`config.mk`:
```
export PLATFORM = sky130hd
export DESIGN_NAME = preset_batch_counter_control
export DESIGN_NICKNAME = d
export VERILOG_FILES = /design/src/hdl/pbc_pkg.sv /design/src/hdl/preset_batch_counter_control.sv /design/src/hdl/pbc_front.sv /design/src/hdl/pbc_queue.sv /design/src/hdl/pbc_back.sv
export SDC_FILE = /design/constraint.sdc
export NUM_CORES = 1
export LEC_CHECK = 0
export BUFFER_PORTS_ARGS = -buffer_cell sky130_fd_sc_hd__clkbuf_2
export CAP_MARGIN = 15
export CORE_MARGIN = 5
export CORE_UTILIZATION = 60
export CTS_CLUSTER_DIAMETER = 100
export DETAILED_ROUTE_END_ITERATION = 12
export PLACE_DENSITY = 0.91
export SLEW_MARGIN = 40
export SYNTH_ARGS = -nofsm -noshare
export SYNTH_HDL_FRONTEND = slang
export SYNTH_SLANG_ARGS = --single-unit
```
`constraint.sdc`:
```
create_clock -name clk -period 8.11 [get_ports clk]
set_clock_uncertainty 0.05 [all_clocks]
set_input_delay 1.2165 -clock clk [delete_from_list [all_inputs] [get_ports clk]]
set_output_delay 1.2165 -clock clk [all_outputs]
set_load 0.02 [all_outputs]
```
`src/hdl/pbc_pkg.sv`:
```
`timescale 1ns / 1ps

package pbc_pkg;

  // request queue depth between front and back
  localparam int QUEUE_DEPTH = 2;

  // operating modes as seen on out_mode
  localparam logic [1:0] MODE_ENTRY = 2'd0;
  localparam logic [1:0] MODE_COUNT = 2'd1;
  localparam logic [1:0] MODE_DONE  = 2'd2;
  localparam logic [1:0] MODE_EMERG = 2'd3;

  // input command codes
  localparam logic [1:0] CMD_BUTTON = 2'd0;
  localparam logic [1:0] CMD_KEY    = 2'd1;
  localparam logic [1:0] CMD_TICK   = 2'd2;

  // decoded key codes, digits are 0..KEY_DIGIT_MAX
  localparam logic [4:0] KEY_DIGIT_MAX = 5'd9;
  localparam logic [4:0] KEY_A         = 5'd10;
  localparam logic [4:0] KEY_B         = 5'd11;
  localparam logic [4:0] KEY_C         = 5'd12;
  localparam logic [4:0] KEY_D         = 5'd13;
  localparam logic [4:0] KEY_STAR      = 5'd14;
  localparam logic [4:0] KEY_HASH      = 5'd15;
  localparam logic [4:0] KEY_NONE      = 5'd16;

  // limits and reset values
  localparam logic [5:0] COUNT_MAX   = 6'd59;
  localparam logic [6:0] ENTRY_MAX   = 7'd99;
  localparam logic [7:0] IDLE_MAX    = 8'hFF;
  localparam logic [7:0] DIM_RESET   = 8'd10;
  localparam logic [7:0] SLEEP_RESET = 8'd20;
  localparam logic [2:0] COLOR_EMERG = 3'd1;

  // configuration register indexes (paddr[2])
  localparam logic REG_DIM   = 1'b0;
  localparam logic REG_SLEEP = 1'b1;

  // request class produced by the front end
  typedef enum logic [1:0] {
    REQ_NONE,
    REQ_BUTTON,
    REQ_KEY,
    REQ_TICK
  } pbc_kind_t;

  typedef struct packed {
    pbc_kind_t  kind;
    logic       level;
    logic [4:0] code;
  } pbc_req_t;

  // lamp pair: units digit and tens color
  typedef struct packed {
    logic [3:0] unit;
    logic [2:0] color;
  } pbc_lamp_t;

  // keypad position to key code, row-major layout
  function automatic logic [4:0] key_code(logic [4:0] pos);
    logic [4:0] code;
    case (pos)
      5'd1:    code = 5'd1;
      5'd2:    code = 5'd2;
      5'd3:    code = 5'd3;
      5'd4:    code = KEY_A;
      5'd5:    code = 5'd4;
      5'd6:    code = 5'd5;
      5'd7:    code = 5'd6;
      5'd8:    code = KEY_B;
      5'd9:    code = 5'd7;
      5'd10:   code = 5'd8;
      5'd11:   code = 5'd9;
      5'd12:   code = KEY_C;
      5'd13:   code = KEY_STAR;
      5'd14:   code = 5'd0;
      5'd15:   code = KEY_HASH;
      5'd16:   code = KEY_D;
      default: code = KEY_NONE;
    endcase
    return code;
  endfunction

  // tens digit to rgb lamp code
  function automatic logic [2:0] tens_color(logic [2:0] tens);
    logic [2:0] color;
    case (tens)
      3'd0:    color = 3'b101;
      3'd1:    color = 3'b100;
      3'd2:    color = 3'b110;
      3'd3:    color = 3'b010;
      3'd4:    color = 3'b011;
      3'd5:    color = 3'b111;
      default: color = 3'b000;
    endcase
    return color;
  endfunction

  // split a count into lamp outputs; tens by reciprocal multiply (x*205)>>11
  function automatic pbc_lamp_t show_count(logic [5:0] cnt);
    logic [13:0] prod;
    logic [2:0]  tens;
    logic [5:0]  tens_x10;
    logic [5:0]  unit;
    pbc_lamp_t   lamp;
    prod     = {8'd0, cnt} * 14'd205;
    tens     = prod[13:11];
    tens_x10 = {tens, 3'b000} - {2'b00, tens, 1'b0} + {1'b0, tens, 2'b00};
    unit     = cnt - tens_x10;
    lamp.unit  = unit[3:0];
    lamp.color = tens_color(tens);
    return lamp;
  endfunction

endpackage

```
`src/hdl/preset_batch_counter_control.sv`:
```
`timescale 1ns / 1ps

// Preset batch counter control: takes button samples, keypad presses and
// 100 ms ticks, one request per cycle while in_stall is low, and returns
// one result per request with the mode, entry, target, count, lamp and
// display status after that request. The front end decodes the keypad
// position and classifies the request into a short queue; the back end
// applies one request per cycle, unless a stalled result holds it, to the
// state registers, which also form the result register. Sustained rate is
// one request per clock while the result side is not stalled; a request
// passes through the queue into the state registers. in_stall rises only
// once the queue (QUEUE_DEPTH entries) has filled behind a stalled result.
// dim_after_ticks sits at byte address 0 and sleep_after_ticks at 4;
// write them only while no request is in flight.
module preset_batch_counter_control #(
  parameter int QUEUE_DEPTH = pbc_pkg::QUEUE_DEPTH
) (
  input  logic        clk,
  input  logic        rst_n,
  // request channel
  input  logic        in_valid,
  output logic        in_stall,
  input  logic [1:0]  in_command,
  input  logic        in_button_level,
  input  logic [4:0]  in_key_position,
  // result channel
  output logic        out_valid,
  input  logic        out_stall,
  output logic [1:0]  out_mode,
  output logic [6:0]  out_entry_value,
  output logic [5:0]  out_target_value,
  output logic [5:0]  out_count_value,
  output logic [5:0]  out_remaining,
  output logic [3:0]  out_unit_digit,
  output logic [2:0]  out_color_code,
  output logic        out_backlight_on,
  output logic        out_asleep,
  output logic        out_range_error,
  // configuration port
  input  logic        psel,
  input  logic        penable,
  input  logic        pwrite,
  input  logic [2:0]  paddr,
  input  logic [31:0] pwdata,
  output logic [31:0] prdata,
  output logic        pready
);

  logic [7:0]        dim_after_ticks_r;
  logic [7:0]        sleep_after_ticks_r;
  logic              cfg_write;
  logic              q_full;
  logic              q_push;
  logic              q_pop;
  logic              q_not_empty;
  pbc_pkg::pbc_req_t front_req;
  pbc_pkg::pbc_req_t back_req;

  // configuration registers
  assign pready    = 1'b1;
  assign cfg_write = psel && penable && pwrite && pready;

  always_ff @(posedge clk) begin
    if (!rst_n) begin
      dim_after_ticks_r   <= pbc_pkg::DIM_RESET;
      sleep_after_ticks_r <= pbc_pkg::SLEEP_RESET;
    end else if (cfg_write) begin
      case (paddr[2])
        pbc_pkg::REG_DIM:   dim_after_ticks_r   <= pwdata[7:0];
        pbc_pkg::REG_SLEEP: sleep_after_ticks_r <= pwdata[7:0];
        default: ;
      endcase
    end
  end

  always_comb begin
    case (paddr[2])
      pbc_pkg::REG_DIM:   prdata = {24'd0, dim_after_ticks_r};
      pbc_pkg::REG_SLEEP: prdata = {24'd0, sleep_after_ticks_r};
      default:            prdata = '0;
    endcase
  end

  // request decode
  pbc_front u_front (
    .in_valid        (in_valid),
    .in_stall        (in_stall),
    .in_command      (in_command),
    .in_button_level (in_button_level),
    .in_key_position (in_key_position),
    .q_full          (q_full),
    .q_push          (q_push),
    .q_req           (front_req)
  );

  // request queue
  pbc_queue #(
    .DEPTH (QUEUE_DEPTH)
  ) u_queue (
    .clk       (clk),
    .rst_n     (rst_n),
    .push      (q_push),
    .push_data (front_req),
    .full      (q_full),
    .pop       (q_pop),
    .not_empty (q_not_empty),
    .pop_data  (back_req)
  );

  // state update and result
  pbc_back u_back (
    .clk               (clk),
    .rst_n             (rst_n),
    .dim_after_ticks   (dim_after_ticks_r),
    .sleep_after_ticks (sleep_after_ticks_r),
    .q_valid           (q_not_empty),
    .q_req             (back_req),
    .q_pop             (q_pop),
    .out_valid         (out_valid),
    .out_stall         (out_stall),
    .out_mode          (out_mode),
    .out_entry_value   (out_entry_value),
    .out_target_value  (out_target_value),
    .out_count_value   (out_count_value),
    .out_remaining     (out_remaining),
    .out_unit_digit    (out_unit_digit),
    .out_color_code    (out_color_code),
    .out_backlight_on  (out_backlight_on),
    .out_asleep        (out_asleep),
    .out_range_error   (out_range_error)
  );

endmodule

```
`src/hdl/pbc_front.sv`:
```
`timescale 1ns / 1ps

module pbc_front (
  input  logic             in_valid,
  output logic             in_stall,
  input  logic [1:0]       in_command,
  input  logic             in_button_level,
  input  logic [4:0]       in_key_position,
  input  logic             q_full,
  output logic             q_push,
  output pbc_pkg::pbc_req_t q_req
);

  logic [4:0] code;

  // request handshake toward the queue
  assign in_stall = q_full;
  assign q_push   = in_valid && !q_full;

  // key decode
  assign code = pbc_pkg::key_code(in_key_position);

  // classify the request
  always_comb begin
    q_req.level = in_button_level;
    q_req.code  = code;
    case (in_command)
      pbc_pkg::CMD_BUTTON: q_req.kind = pbc_pkg::REQ_BUTTON;
      pbc_pkg::CMD_KEY: begin
        q_req.kind = (code == pbc_pkg::KEY_NONE) ? pbc_pkg::REQ_NONE : pbc_pkg::REQ_KEY;
      end
      pbc_pkg::CMD_TICK:   q_req.kind = pbc_pkg::REQ_TICK;
      default:             q_req.kind = pbc_pkg::REQ_NONE;
    endcase
  end

endmodule

```
`src/hdl/pbc_queue.sv`:
```
`timescale 1ns / 1ps

module pbc_queue #(
  parameter int DEPTH = pbc_pkg::QUEUE_DEPTH
) (
  input  logic              clk,
  input  logic              rst_n,
  input  logic              push,
  input  pbc_pkg::pbc_req_t push_data,
  output logic              full,
  input  logic              pop,
  output logic              not_empty,
  output pbc_pkg::pbc_req_t pop_data
);

  localparam int PTR_W  = (DEPTH > 1) ? $clog2(DEPTH) : 1;
  localparam int FILL_W = $clog2(DEPTH + 1);

  pbc_pkg::pbc_req_t entry_r [DEPTH];
  logic [PTR_W-1:0]  wr_ptr_r, wr_ptr_nxt;
  logic [PTR_W-1:0]  rd_ptr_r, rd_ptr_nxt;
  logic [FILL_W-1:0] fill_r, fill_nxt;

  assign full      = (fill_r == FILL_W'(DEPTH));
  assign not_empty = (fill_r != '0);
  assign pop_data  = entry_r[rd_ptr_r];

  // pointer wrap and fill update
  always_comb begin
    wr_ptr_nxt = wr_ptr_r;
    rd_ptr_nxt = rd_ptr_r;
    fill_nxt   = fill_r;
    if (push) begin
      wr_ptr_nxt = (wr_ptr_r == PTR_W'(DEPTH - 1)) ? '0 : wr_ptr_r + PTR_W'(1);
    end
    if (pop) begin
      rd_ptr_nxt = (rd_ptr_r == PTR_W'(DEPTH - 1)) ? '0 : rd_ptr_r + PTR_W'(1);
    end
    if (push && !pop) begin
      fill_nxt = fill_r + FILL_W'(1);
    end else if (pop && !push) begin
      fill_nxt = fill_r - FILL_W'(1);
    end
  end

  // control state
  always_ff @(posedge clk) begin
    if (!rst_n) begin
      wr_ptr_r <= '0;
      rd_ptr_r <= '0;
      fill_r   <= '0;
    end else begin
      wr_ptr_r <= wr_ptr_nxt;
      rd_ptr_r <= rd_ptr_nxt;
      fill_r   <= fill_nxt;
    end
  end

  // storage
  always_ff @(posedge clk) begin
    if (push) begin
      entry_r[wr_ptr_r] <= push_data;
    end
  end

endmodule

```
`src/hdl/pbc_back.sv`:
```
`timescale 1ns / 1ps

module pbc_back (
  input  logic              clk,
  input  logic              rst_n,
  input  logic [7:0]        dim_after_ticks,
  input  logic [7:0]        sleep_after_ticks,
  input  logic              q_valid,
  input  pbc_pkg::pbc_req_t q_req,
  output logic              q_pop,
  output logic              out_valid,
  input  logic              out_stall,
  output logic [1:0]        out_mode,
  output logic [6:0]        out_entry_value,
  output logic [5:0]        out_target_value,
  output logic [5:0]        out_count_value,
  output logic [5:0]        out_remaining,
  output logic [3:0]        out_unit_digit,
  output logic [2:0]        out_color_code,
  output logic              out_backlight_on,
  output logic              out_asleep,
  output logic              out_range_error
);

  typedef enum logic [1:0] {
    ST_ENTRY = pbc_pkg::MODE_ENTRY,
    ST_COUNT = pbc_pkg::MODE_COUNT,
    ST_DONE  = pbc_pkg::MODE_DONE,
    ST_EMERG = pbc_pkg::MODE_EMERG
  } mode_t;

  mode_t      mode_r, mode_nxt;
  logic [6:0] entry_r, entry_nxt;
  logic [5:0] target_r, target_nxt;
  logic [5:0] count_r, count_nxt;
  logic [7:0] idle_r, idle_nxt;
  logic       backlight_r, backlight_nxt;
  logic       sleep_r, sleep_nxt;
  logic       button_prev_r, button_prev_nxt;
  logic [3:0] unit_r, unit_nxt;
  logic [2:0] color_r, color_nxt;
  logic [5:0] remaining_r, remaining_nxt;
  logic       range_error_r, range_error_nxt;
  logic       out_valid_r;

  logic [5:0]        count_inc;
  logic [7:0]        idle_inc;
  logic [9:0]        entry_digit;
  logic [14:0]       entry_prod;
  logic [6:0]        entry_shift;
  pbc_pkg::pbc_lamp_t lamp_now, lamp_inc, lamp_zero;

  // take the next request whenever the output slot frees up
  assign q_pop = q_valid && (!out_valid_r || !out_stall);

  // shared arithmetic
  assign count_inc   = (count_r < pbc_pkg::COUNT_MAX) ? count_r + 6'd1 : count_r;
  assign idle_inc    = (idle_r < pbc_pkg::IDLE_MAX) ? idle_r + 8'd1 : idle_r;
  assign entry_digit = {entry_r, 3'b000} + {2'b00, entry_r, 1'b0} + {5'd0, q_req.code};
  assign entry_prod  = {8'd0, entry_r} * 15'd205;
  assign entry_shift = {3'b000, entry_prod[14:11]};
  assign lamp_now    = pbc_pkg::show_count(count_r);
  assign lamp_inc    = pbc_pkg::show_count(count_inc);
  assign lamp_zero   = pbc_pkg::show_count(6'd0);

  // one request step
  always_comb begin
    mode_nxt        = mode_r;
    entry_nxt       = entry_r;
    target_nxt      = target_r;
    count_nxt       = count_r;
    idle_nxt        = idle_r;
    backlight_nxt   = backlight_r;
    sleep_nxt       = sleep_r;
    button_prev_nxt = button_prev_r;
    unit_nxt        = unit_r;
    color_nxt       = color_r;
    range_error_nxt = 1'b0;
    if (mode_r != ST_EMERG) begin
      case (q_req.kind)
        pbc_pkg::REQ_BUTTON: begin
          if (!sleep_r) begin
            if (q_req.level && !button_prev_r) begin
              idle_nxt = '0;
              if (mode_r == ST_COUNT) begin
                count_nxt = count_inc;
                unit_nxt  = lamp_inc.unit;
                color_nxt = lamp_inc.color;
                if (count_inc >= target_r) begin
                  mode_nxt = ST_DONE;
                end
              end
            end
            button_prev_nxt = q_req.level;
          end
        end
        pbc_pkg::REQ_KEY: begin
          idle_nxt = '0;
          // wake up before handling the key
          if (sleep_r) begin
            sleep_nxt     = 1'b0;
            backlight_nxt = 1'b1;
            if (mode_r == ST_COUNT) begin
              unit_nxt  = lamp_now.unit;
              color_nxt = lamp_now.color;
            end
          end
          if (q_req.code == pbc_pkg::KEY_HASH && mode_r == ST_ENTRY) begin
            if (entry_r != 7'd0 && entry_r <= {1'b0, pbc_pkg::COUNT_MAX}) begin
              target_nxt = entry_r[5:0];
              count_nxt  = '0;
              entry_nxt  = '0;
              mode_nxt   = ST_COUNT;
              unit_nxt   = lamp_zero.unit;
              color_nxt  = lamp_zero.color;
            end else begin
              range_error_nxt = 1'b1;
              entry_nxt       = '0;
            end
          end else if (q_req.code == pbc_pkg::KEY_D) begin
            mode_nxt  = ST_EMERG;
            color_nxt = pbc_pkg::COLOR_EMERG;
          end else begin
            if (q_req.code == pbc_pkg::KEY_C) begin
              backlight_nxt = !backlight_nxt;
            end
            case (mode_r)
              ST_ENTRY: begin
                if (q_req.code <= pbc_pkg::KEY_DIGIT_MAX) begin
                  entry_nxt = (entry_digit > {3'b000, pbc_pkg::ENTRY_MAX}) ?
                              7'd0 : entry_digit[6:0];
                end else if (q_req.code == pbc_pkg::KEY_STAR) begin
                  entry_nxt = entry_shift;
                end
              end
              ST_COUNT: begin
                if (q_req.code == pbc_pkg::KEY_B || q_req.code == pbc_pkg::KEY_A) begin
                  count_nxt = '0;
                  unit_nxt  = lamp_zero.unit;
                  color_nxt = lamp_zero.color;
                  if (q_req.code == pbc_pkg::KEY_B) begin
                    mode_nxt = ST_DONE;
                  end
                end
              end
              ST_DONE: begin
                if (q_req.code == pbc_pkg::KEY_HASH) begin
                  mode_nxt  = ST_ENTRY;
                  entry_nxt = '0;
                end
              end
              default: ;
            endcase
          end
        end
        pbc_pkg::REQ_TICK: begin
          if (!sleep_r) begin
            idle_nxt = idle_inc;
            if (idle_inc == dim_after_ticks) begin
              backlight_nxt = 1'b0;
            end
            if (idle_inc >= sleep_after_ticks) begin
              unit_nxt      = '0;
              color_nxt     = '0;
              backlight_nxt = 1'b0;
              sleep_nxt     = 1'b1;
              idle_nxt      = '0;
            end
          end
        end
        default: ;
      endcase
    end
    remaining_nxt = (target_nxt > count_nxt) ? target_nxt - count_nxt : 6'd0;
  end

  // state and result registers
  always_ff @(posedge clk) begin
    if (!rst_n) begin
      mode_r        <= ST_ENTRY;
      entry_r       <= '0;
      target_r      <= '0;
      count_r       <= '0;
      idle_r        <= '0;
      backlight_r   <= 1'b1;
      sleep_r       <= 1'b0;
      button_prev_r <= 1'b0;
      unit_r        <= '0;
      color_r       <= '0;
      remaining_r   <= '0;
      range_error_r <= 1'b0;
      out_valid_r   <= 1'b0;
    end else if (q_pop) begin
      mode_r        <= mode_nxt;
      entry_r       <= entry_nxt;
      target_r      <= target_nxt;
      count_r       <= count_nxt;
      idle_r        <= idle_nxt;
      backlight_r   <= backlight_nxt;
      sleep_r       <= sleep_nxt;
      button_prev_r <= button_prev_nxt;
      unit_r        <= unit_nxt;
      color_r       <= color_nxt;
      remaining_r   <= remaining_nxt;
      range_error_r <= range_error_nxt;
      out_valid_r   <= 1'b1;
    end else if (!out_stall) begin
      out_valid_r <= 1'b0;
    end
  end

  // result fields straight from state
  assign out_valid        = out_valid_r;
  assign out_mode         = mode_r;
  assign out_entry_value  = entry_r;
  assign out_target_value = target_r;
  assign out_count_value  = count_r;
  assign out_remaining    = remaining_r;
  assign out_unit_digit   = unit_r;
  assign out_color_code   = color_r;
  assign out_backlight_on = backlight_r;
  assign out_asleep       = sleep_r;
  assign out_range_error  = range_error_r;

endmodule

```
==> results of run 1 <==
==> worst reg2reg max path, cell delays in order (launching register included) <==
cell      delay, ns
dfxtp_1        0.66
ha_1           0.42
a21o_1         0.25
nand2_1        0.17
mux2i_1        0.17
inv_1          0.29
ha_1           0.34
ha_1           0.21
or2_2          0.30
fa_1           0.48
ha_1           0.35
a21oi_1        0.15
a21boi_0       0.11
or3_1          0.39
o211ai_1       0.44
inv_1          0.17
ha_1           0.35
inv_1          0.06
ha_1           0.15
xor2_1         0.18
xnor2_1        0.15
xnor2_1        0.16
xnor2_1        0.17
xnor2_1        0.16
nand2_1        0.07
a31oi_1        0.18
==> where the power goes <==
group | switching [mW] | internal [mW] | total (mW) | leakage (nW)
Combinational | 0.726 | 0.480 | 1.21 | 3.63
Sequential | 0.0943 | 0.506 | 0.600 | 0.705
Clock | 0.185 | 0.243 | 0.428 | 0.148
Total | 1.01 | 1.23 | 2.23 | 4.49
==> cell usage in the layout (no fill, tap or decap), drive strengths merged, types with 7 or more instances in the layout <==
cell / n
ha: 138
inv: 102
nand2: 81
clkbuf: 79
dfxtp: 68
nor2: 49
o21ai: 44
a21oi: 39
a21boi: 35
nand3: 34
xnor2: 27
fa: 26
conb: 25
xor2: 22
nor2b: 20
nand2b: 16
mux2i: 16
edfxtp: 16
mux2: 15
nor3: 15
a31oi: 14
and2: 14
a22oi: 13
a21o: 12
and3: 10
or3: 9
nor3b: 8
a211oi: 8
nand3b: 7
o211ai: 7
==> cell type report <==
class / count / area share
multi-input cells: 779 / 0.6649
flip-flops and latches: 84 / 0.1986
inverters: 100 / 0.04047
repair buffers: 71 / 0.03886
clock buffers: 9 / 0.02428
well taps: 180 / 0.02428
clock inverters: 7 / 0.008635
==> routing by layer <==
metal  up-vias  track usage  part of all wire
li1       3572            -                 -
met1      3522       0.3100              0.41
met2       325       0.4368              0.49
met3        70      0.03710             0.069
met4         0      0.09963             0.030
met5         -            0                 0
==> registers in the layout, summed over array words and instances, names as in the netlist, 2 cells and up, named ones only <==
name                     cells
u_back.out_mode              2
dim_after_ticks_r            8
u_back.out_entry_value       7
u_queue.fill_r               2
u_back.out_unit_digit        4
sleep_after_ticks_r          8
u_back.out_target_value      6
u_back.idle_r                8
u_back.out_count_value       6
u_back.out_remaining         6
u_queue.entry_r             16
u_back.out_color_code        3
==> stage by stage <==
step           setup WS (ns)  hold slack (ns)
6_report               1.459           0.4357
3_5_place_dp           1.574           0.4290
5_1_grt                1.037           0.4475
2_1_floorplan          2.286           0.4031
4_1_cts                1.504           0.4360
3_3_place_gp           1.714           0.4177
==> final timing paths <==
check | endpoint | slack [ns] | cells past startpoint
worst min-delay path | sleep_after_ticks_r[5]$_SDFFE_PN0P_ | 0.44 | 2
worst min register to register | sleep_after_ticks_r[5]$_SDFFE_PN0P_ | 0.44 | 2
worst max register to register | u_back.out_unit_digit[3]$_SDFFE_PN0P_ | 1.46 | 25
worst max-delay path | u_back.out_unit_digit[3]$_SDFFE_PN0P_ | 1.46 | 25
==> cell families (layout without fill, tap and decap cells) <==
| family | count (synthesis) | in the layout | share of synthesized area |
|---|---|---|---|
| AND/OR/NAND/NOR | 285 | 285 | 0.1699 |
| flip-flops | 84 | 84 | 0.2145 |
| AO/OA/AOI/OAI | 224 | 224 | 0.1823 |
| other | 2 | 25 | 0.0008745 |
| adder cells (fa/ha/maj) | 165 | 165 | 0.2628 |
| buffers and inverters | 158 | 187 | 0.08056 |
| XOR/XNOR | 49 | 49 | 0.04997 |
| multiplexers | 31 | 31 | 0.03919 |
==> flow_metrics.py, run 1 <==
metrics = {
    "outcome": {
        "outcome": "completed",
    },
    "layout": {
        "drive_above_1_share": 0.1143,
        "multi_input_area_sq_mm": 0.006166,
        "fin_area_sq_mm": 0.009274,
        "utilization": 0.6655,
        "nNetsFinal": 1259,
        "finalNonFillerCells": 1230,
        "synthToLayoutAreaGrowth_pct": 7.984,
        "regArea_sq_mm": 0.001842,
        "num_antenna_cells": 0,
        "fill_cells": 1079,
    },
    "floorplanning": {
        "rows": 43,
        "core-area_sq_mm": 0.01393,
        "fp.dieH_microns": 129.6,
        "ios": 122,
        "die_area_sq_mm": 0.01681,
        "fp.dieW_microns": 129.6,
        "start_util": 0.6163,
    },
    "sta": {
        "rsz0062_at_grt": "false",
        "min_period_ns": 6.651,
        "tns_ns": 0,
        "finalCritPeriodShare": 0.8200,
        "maxSlewHeadroom": 0.4911,
        "drv_slew": 0,
        "fmax_ghz": 0.1504,
        "max_slew.worst_pin.slew_ns": 0.7605,
        "setup_violations": 0,
        "final_hold_viol_count": 0,
    },
    "placement": {
        "port_buffers": 70,
        "place.gp.congestion": 0.9226,
        "placed_cell_area_sq_mm": 0.008964,
        "hpwl_mm": 16.01,
        "placed_cells": 1214,
    },
    "grt": {
        "grt_pass1_vias": 7385,
        "grtUsageTotal": 0.2502,
        "grt_pass1_wl_mm": 34.47,
        "antenna_found_initial": 0,
        "grt_max_degree": 70,
        "overflow": 0,
    },
    "clocking": {
        "cts_sinks": 84,
        "cts_tree": "done",
        "clk_latency_ns": 0.35,
        "clock-root-buffer": "clkbuf_16",
        "clock_path_buffers": 2,
        "ctsResizeCount": 0,
        "cts_setup_buffers": 0,
        "cts_buffers": 9,
        "path_clk_slew_ns": 0.07,
        "ctsHoldBuffers": 0,
        "h-tree-depth": 3,
    },
    "setup_path": {
        "crit_arrival_ns": 6.88,
        "cp-start-kind": "flop",
        "cp_top_family": "adder cells",
        "crit-reg2reg-launch": "u_back.out_count_value[0]$_SDFFE_PN0P_",
        "cp-startpoint": "u_back.out_count_value[0]$_SDFFE_PN0P_",
        "cp_num_buf_inv": 3,
        "critical-path-slowest-cell": "dfxtp_1",
        "cp_max_fo": 13,
        "required_ns": 8.34,
        "crit_type": "flop to flop",
        "crit_path_frequent_cell": "ha_1",
        "end_kind": "flop",
        "slowest_delay_ns": 0.66,
    },
    "yosys": {
        "yosys-top-cells-area": "ha_1 (20%), dfxtp_1 (16%), fa_1 (6.1%)",
        "synth_warnings": 0,
        "syn_area_per_cell_sq_um": 8.605,
        "synth.most_common_cell": "ha_1",
        "synth_top_area_frac": 0.2010,
        "ys_types": 76,
        "synth.largest_area_cell": "ha_1",
        "synth_area_sq_mm": 0.008588,
        "synth_edf_count": 16,
        "synth_ff_type": "dfxtp_1",
        "syn_inst": 998,
        "ys_seq_area_frac": 0.2145,
        "synth_seq_cells": 84,
        "synth_common_cells": "ha_1 (138), inv_1 (100), nand2_1 (81)",
        "synthArstFlopShare": 0,
    },
    "routing": {
        "vias": 7489,
        "via_per_inst": 6.089,
        "drc": 0,
        "first_iter_violations": 629,
        "routed_wl_mm": 20.88,
        "wl_per_cell_microns": 16.98,
        "postRouteAntennaNets": 0,
        "dr.pass1.iters": 5,
    },
    "pwr": {
        "powerDensity_mw_per_mm2": 240.9,
        "vdd_ir_drop_max_mv": 0.1923,
        "power_leakage_nw": 4.488,
        "power_mw": 2.234,
    },
    "min_path": {
        "holdCritStartpoint": "sleep_after_ticks_r[5]$_SDFFE_PN0P_",
        "hold_class": "flop to flop",
    },
    "flow_run": {
        "cap_viol_max_count": 0,
    },
}
(Power assumes the default switching activity.)
==> run 2, diff against run 1 <==
- CORE_UTILIZATION: 60 -> 54
- PLACE_DENSITY: 0.91 -> 0.87
- clock period: 8.11 -> 5.6 ns (I/O delays scaled with it)
==> flow_metrics.py, run 2 (synthesis results as in run 1) <==
metrics = {
    "outcome": {
        "outcome": "completed",
    },
    "layout": {
        "fin_area_sq_mm": 0.009932,
        "utilization": 0.6298,
        "drive_above_1_share": 0.1832,
        "final_cell_mix": "ha_1 (125), inv_1 (95), nand2_1 (79)",
        "synthToLayoutAreaGrowth_pct": 15.65,
        "largest_register_ffs": 16,
        "num_antenna_cells": 0,
        "final_common_cell": "ha_1",
        "nNetsFinal": 1301,
        "largest-register": "u_queue.entry_r",
    },
    "routing": {
        "vias": 7627,
        "wl_per_cell_microns": 16.74,
        "first_iter_violations": 655,
        "drc": 0,
        "via_per_inst": 5.831,
        "dr.pass1.iters": 5,
        "routed_wl_mm": 21.90,
        "postRouteAntennaNets": 0,
    },
    "pwr": {
        "powerDensity_mw_per_mm2": 344.9,
        "clockPowerShare": 0.192,
        "power_leakage_nw": 4.710,
        "p_comb_frac": 0.559,
        "vdd_ir_drop_max_mv": 0.2464,
        "swShare": 0.4428,
        "seqPwrFrac": 0.249,
        "p_int_mw": 1.909,
        "p_switching_mw": 1.517,
    },
    "sta": {
        "finalHoldWorstSlack_ns": 0.4455,
        "max_slew.worst_pin.slew_ns": 0.7960,
        "finalCritPeriodShare": 0.9947,
        "setup_violations": 0,
        "fmax_ghz": 0.1795,
        "tns_ns": 0,
        "min_period_ns": 5.570,
        "drv_slew": 0,
        "final_hold_viol_count": 0,
        "setup_slack_ns": 0.02977,
        "maxSlewHeadroom": 0.4660,
    },
    "placement": {
        "port_buffers": 70,
        "place.gp.congestion": 0.9246,
        "placed_cell_area_sq_mm": 0.009288,
        "hpwl_mm": 16.16,
        "pre_cts_slack_ns": -0.08022,
    },
    "floorplanning": {
        "rows": 46,
        "fp.dieH_microns": 136.1,
        "fp.dieW_microns": 136.1,
        "ios": 122,
        "die_area_sq_mm": 0.01853,
        "start_util": 0.5446,
        "core-area_sq_mm": 0.01577,
    },
    "setup_path": {
        "crit_arrival_ns": 5.81,
        "cp-startpoint": "u_back.out_count_value[1]$_SDFFE_PN0P_",
        "crit-reg2reg-launch": "u_back.out_count_value[1]$_SDFFE_PN0P_",
        "required_ns": 5.84,
        "critical-path-slowest-cell": "fa_1",
        "cp-start-kind": "flop",
        "crit_type": "flop to flop",
        "end_kind": "flop",
        "cp_num_buf_inv": 6,
        "cp_max_fo": 6,
        "slowest_delay_ns": 0.42,
        "cp_top_family": "adder cells",
    },
    "grt": {
        "grt_max_degree": 70,
        "grtUsageTotal": 0.2284,
        "antenna_found_initial": 0,
        "overflow": 0,
        "grt_pass1_wl_mm": 34.56,
        "grt_pass1_vias": 7365,
    },
    "clocking": {
        "clock-root-buffer": "clkbuf_16",
        "h-tree-depth": 3,
        "cts_buffers": 9,
        "clock_path_buffers": 2,
        "cts_sinks": 84,
        "cts_tree": "done",
        "clk_latency_ns": 0.36,
        "path_clk_slew_ns": 0.07,
        "ctsHoldBuffers": 0,
    },
    "min_path": {
        "holdCritStartpoint": "dim_after_ticks_r[7]$_SDFFE_PN0P_",
        "hold_class": "flop to flop",
    },
    "flow_run": {
        "cap_viol_max_count": 0,
    },
}
## run 2: timing repair
action                                  4_1_cts  5_1_grt
resized for setup                            13       32
hold endpoints to repair                      0        0
pin swaps                                    11       25
endpoints found under the setup margin        1        1
buffers inserted                              0        8
## run 2: power by group through the flow
| stage | Sequential (mW) | Clock, mW | Combinational (mW) |
|---|---|---|---|
| finish | 0.853 | 0.658 | 1.91 |
| global route | 0.871 | 0.684 | 2.10 |
| CTS | 0.850 | 0.659 | 1.83 |
| detailed placement | 0.862 | 0 | 1.80 |
| global placement | 0.860 | 0 | 1.73 |
| floorplan | 0.916 | 0 | 1.24 |
## run 2: stage by stage
step           instances  total power [mW]
6_report            1308             3.426
5_1_grt             1308             3.658
4_1_cts             1300             3.343
3_5_place_dp        1284             2.665
3_3_place_gp        1284             2.590
2_1_floorplan       1021             2.157
## run 2: final timing paths
kind / end / slack (ns) / cells past startpoint
worst max-delay path: u_back.out_unit_digit[3]$_SDFFE_PN0P_ / 0.03 / 26
worst min-delay path: dim_after_ticks_r[7]$_SDFFE_PN0P_ / 0.45 / 2
worst max register to register: u_back.out_unit_digit[3]$_SDFFE_PN0P_ / 0.03 / 26
worst min register to register: dim_after_ticks_r[7]$_SDFFE_PN0P_ / 0.45 / 2
## run 2: per-layer routing
layer / GRT usage / share of wire / wire [microns]
met5: 0 / 0 / 0
met3: 0.03997 / 0.058 / 1268
met1: 0.2786 / 0.42 / 9261
met4: 0.09910 / 0.038 / 826
met2: 0.3949 / 0.48 / 10540
## run 2: cell type report
class                      instances  area [sq um]
multi-input combinational        779          6432
fill                            1266          5838
sequential                        84          1853
timing repair buffer             113         676.9
inverter                         100         375.4
tap                              216         270.3
clock buffer                      10         250.2
clock inverter                     6         73.82
## run 2: worst reg2reg max path, delay by kind of cell, from the launching register on
family / cells / cell delay (ns)
buffers and inverters: 6 / 0.54
XOR/XNOR: 6 / 1.16
AND/OR/NAND/NOR: 4 / 0.77
adder cells (fa/ha/maj): 7 / 2.04
AO/OA/AOI/OAI: 3 / 0.58
flip-flops: 1 / 0.36
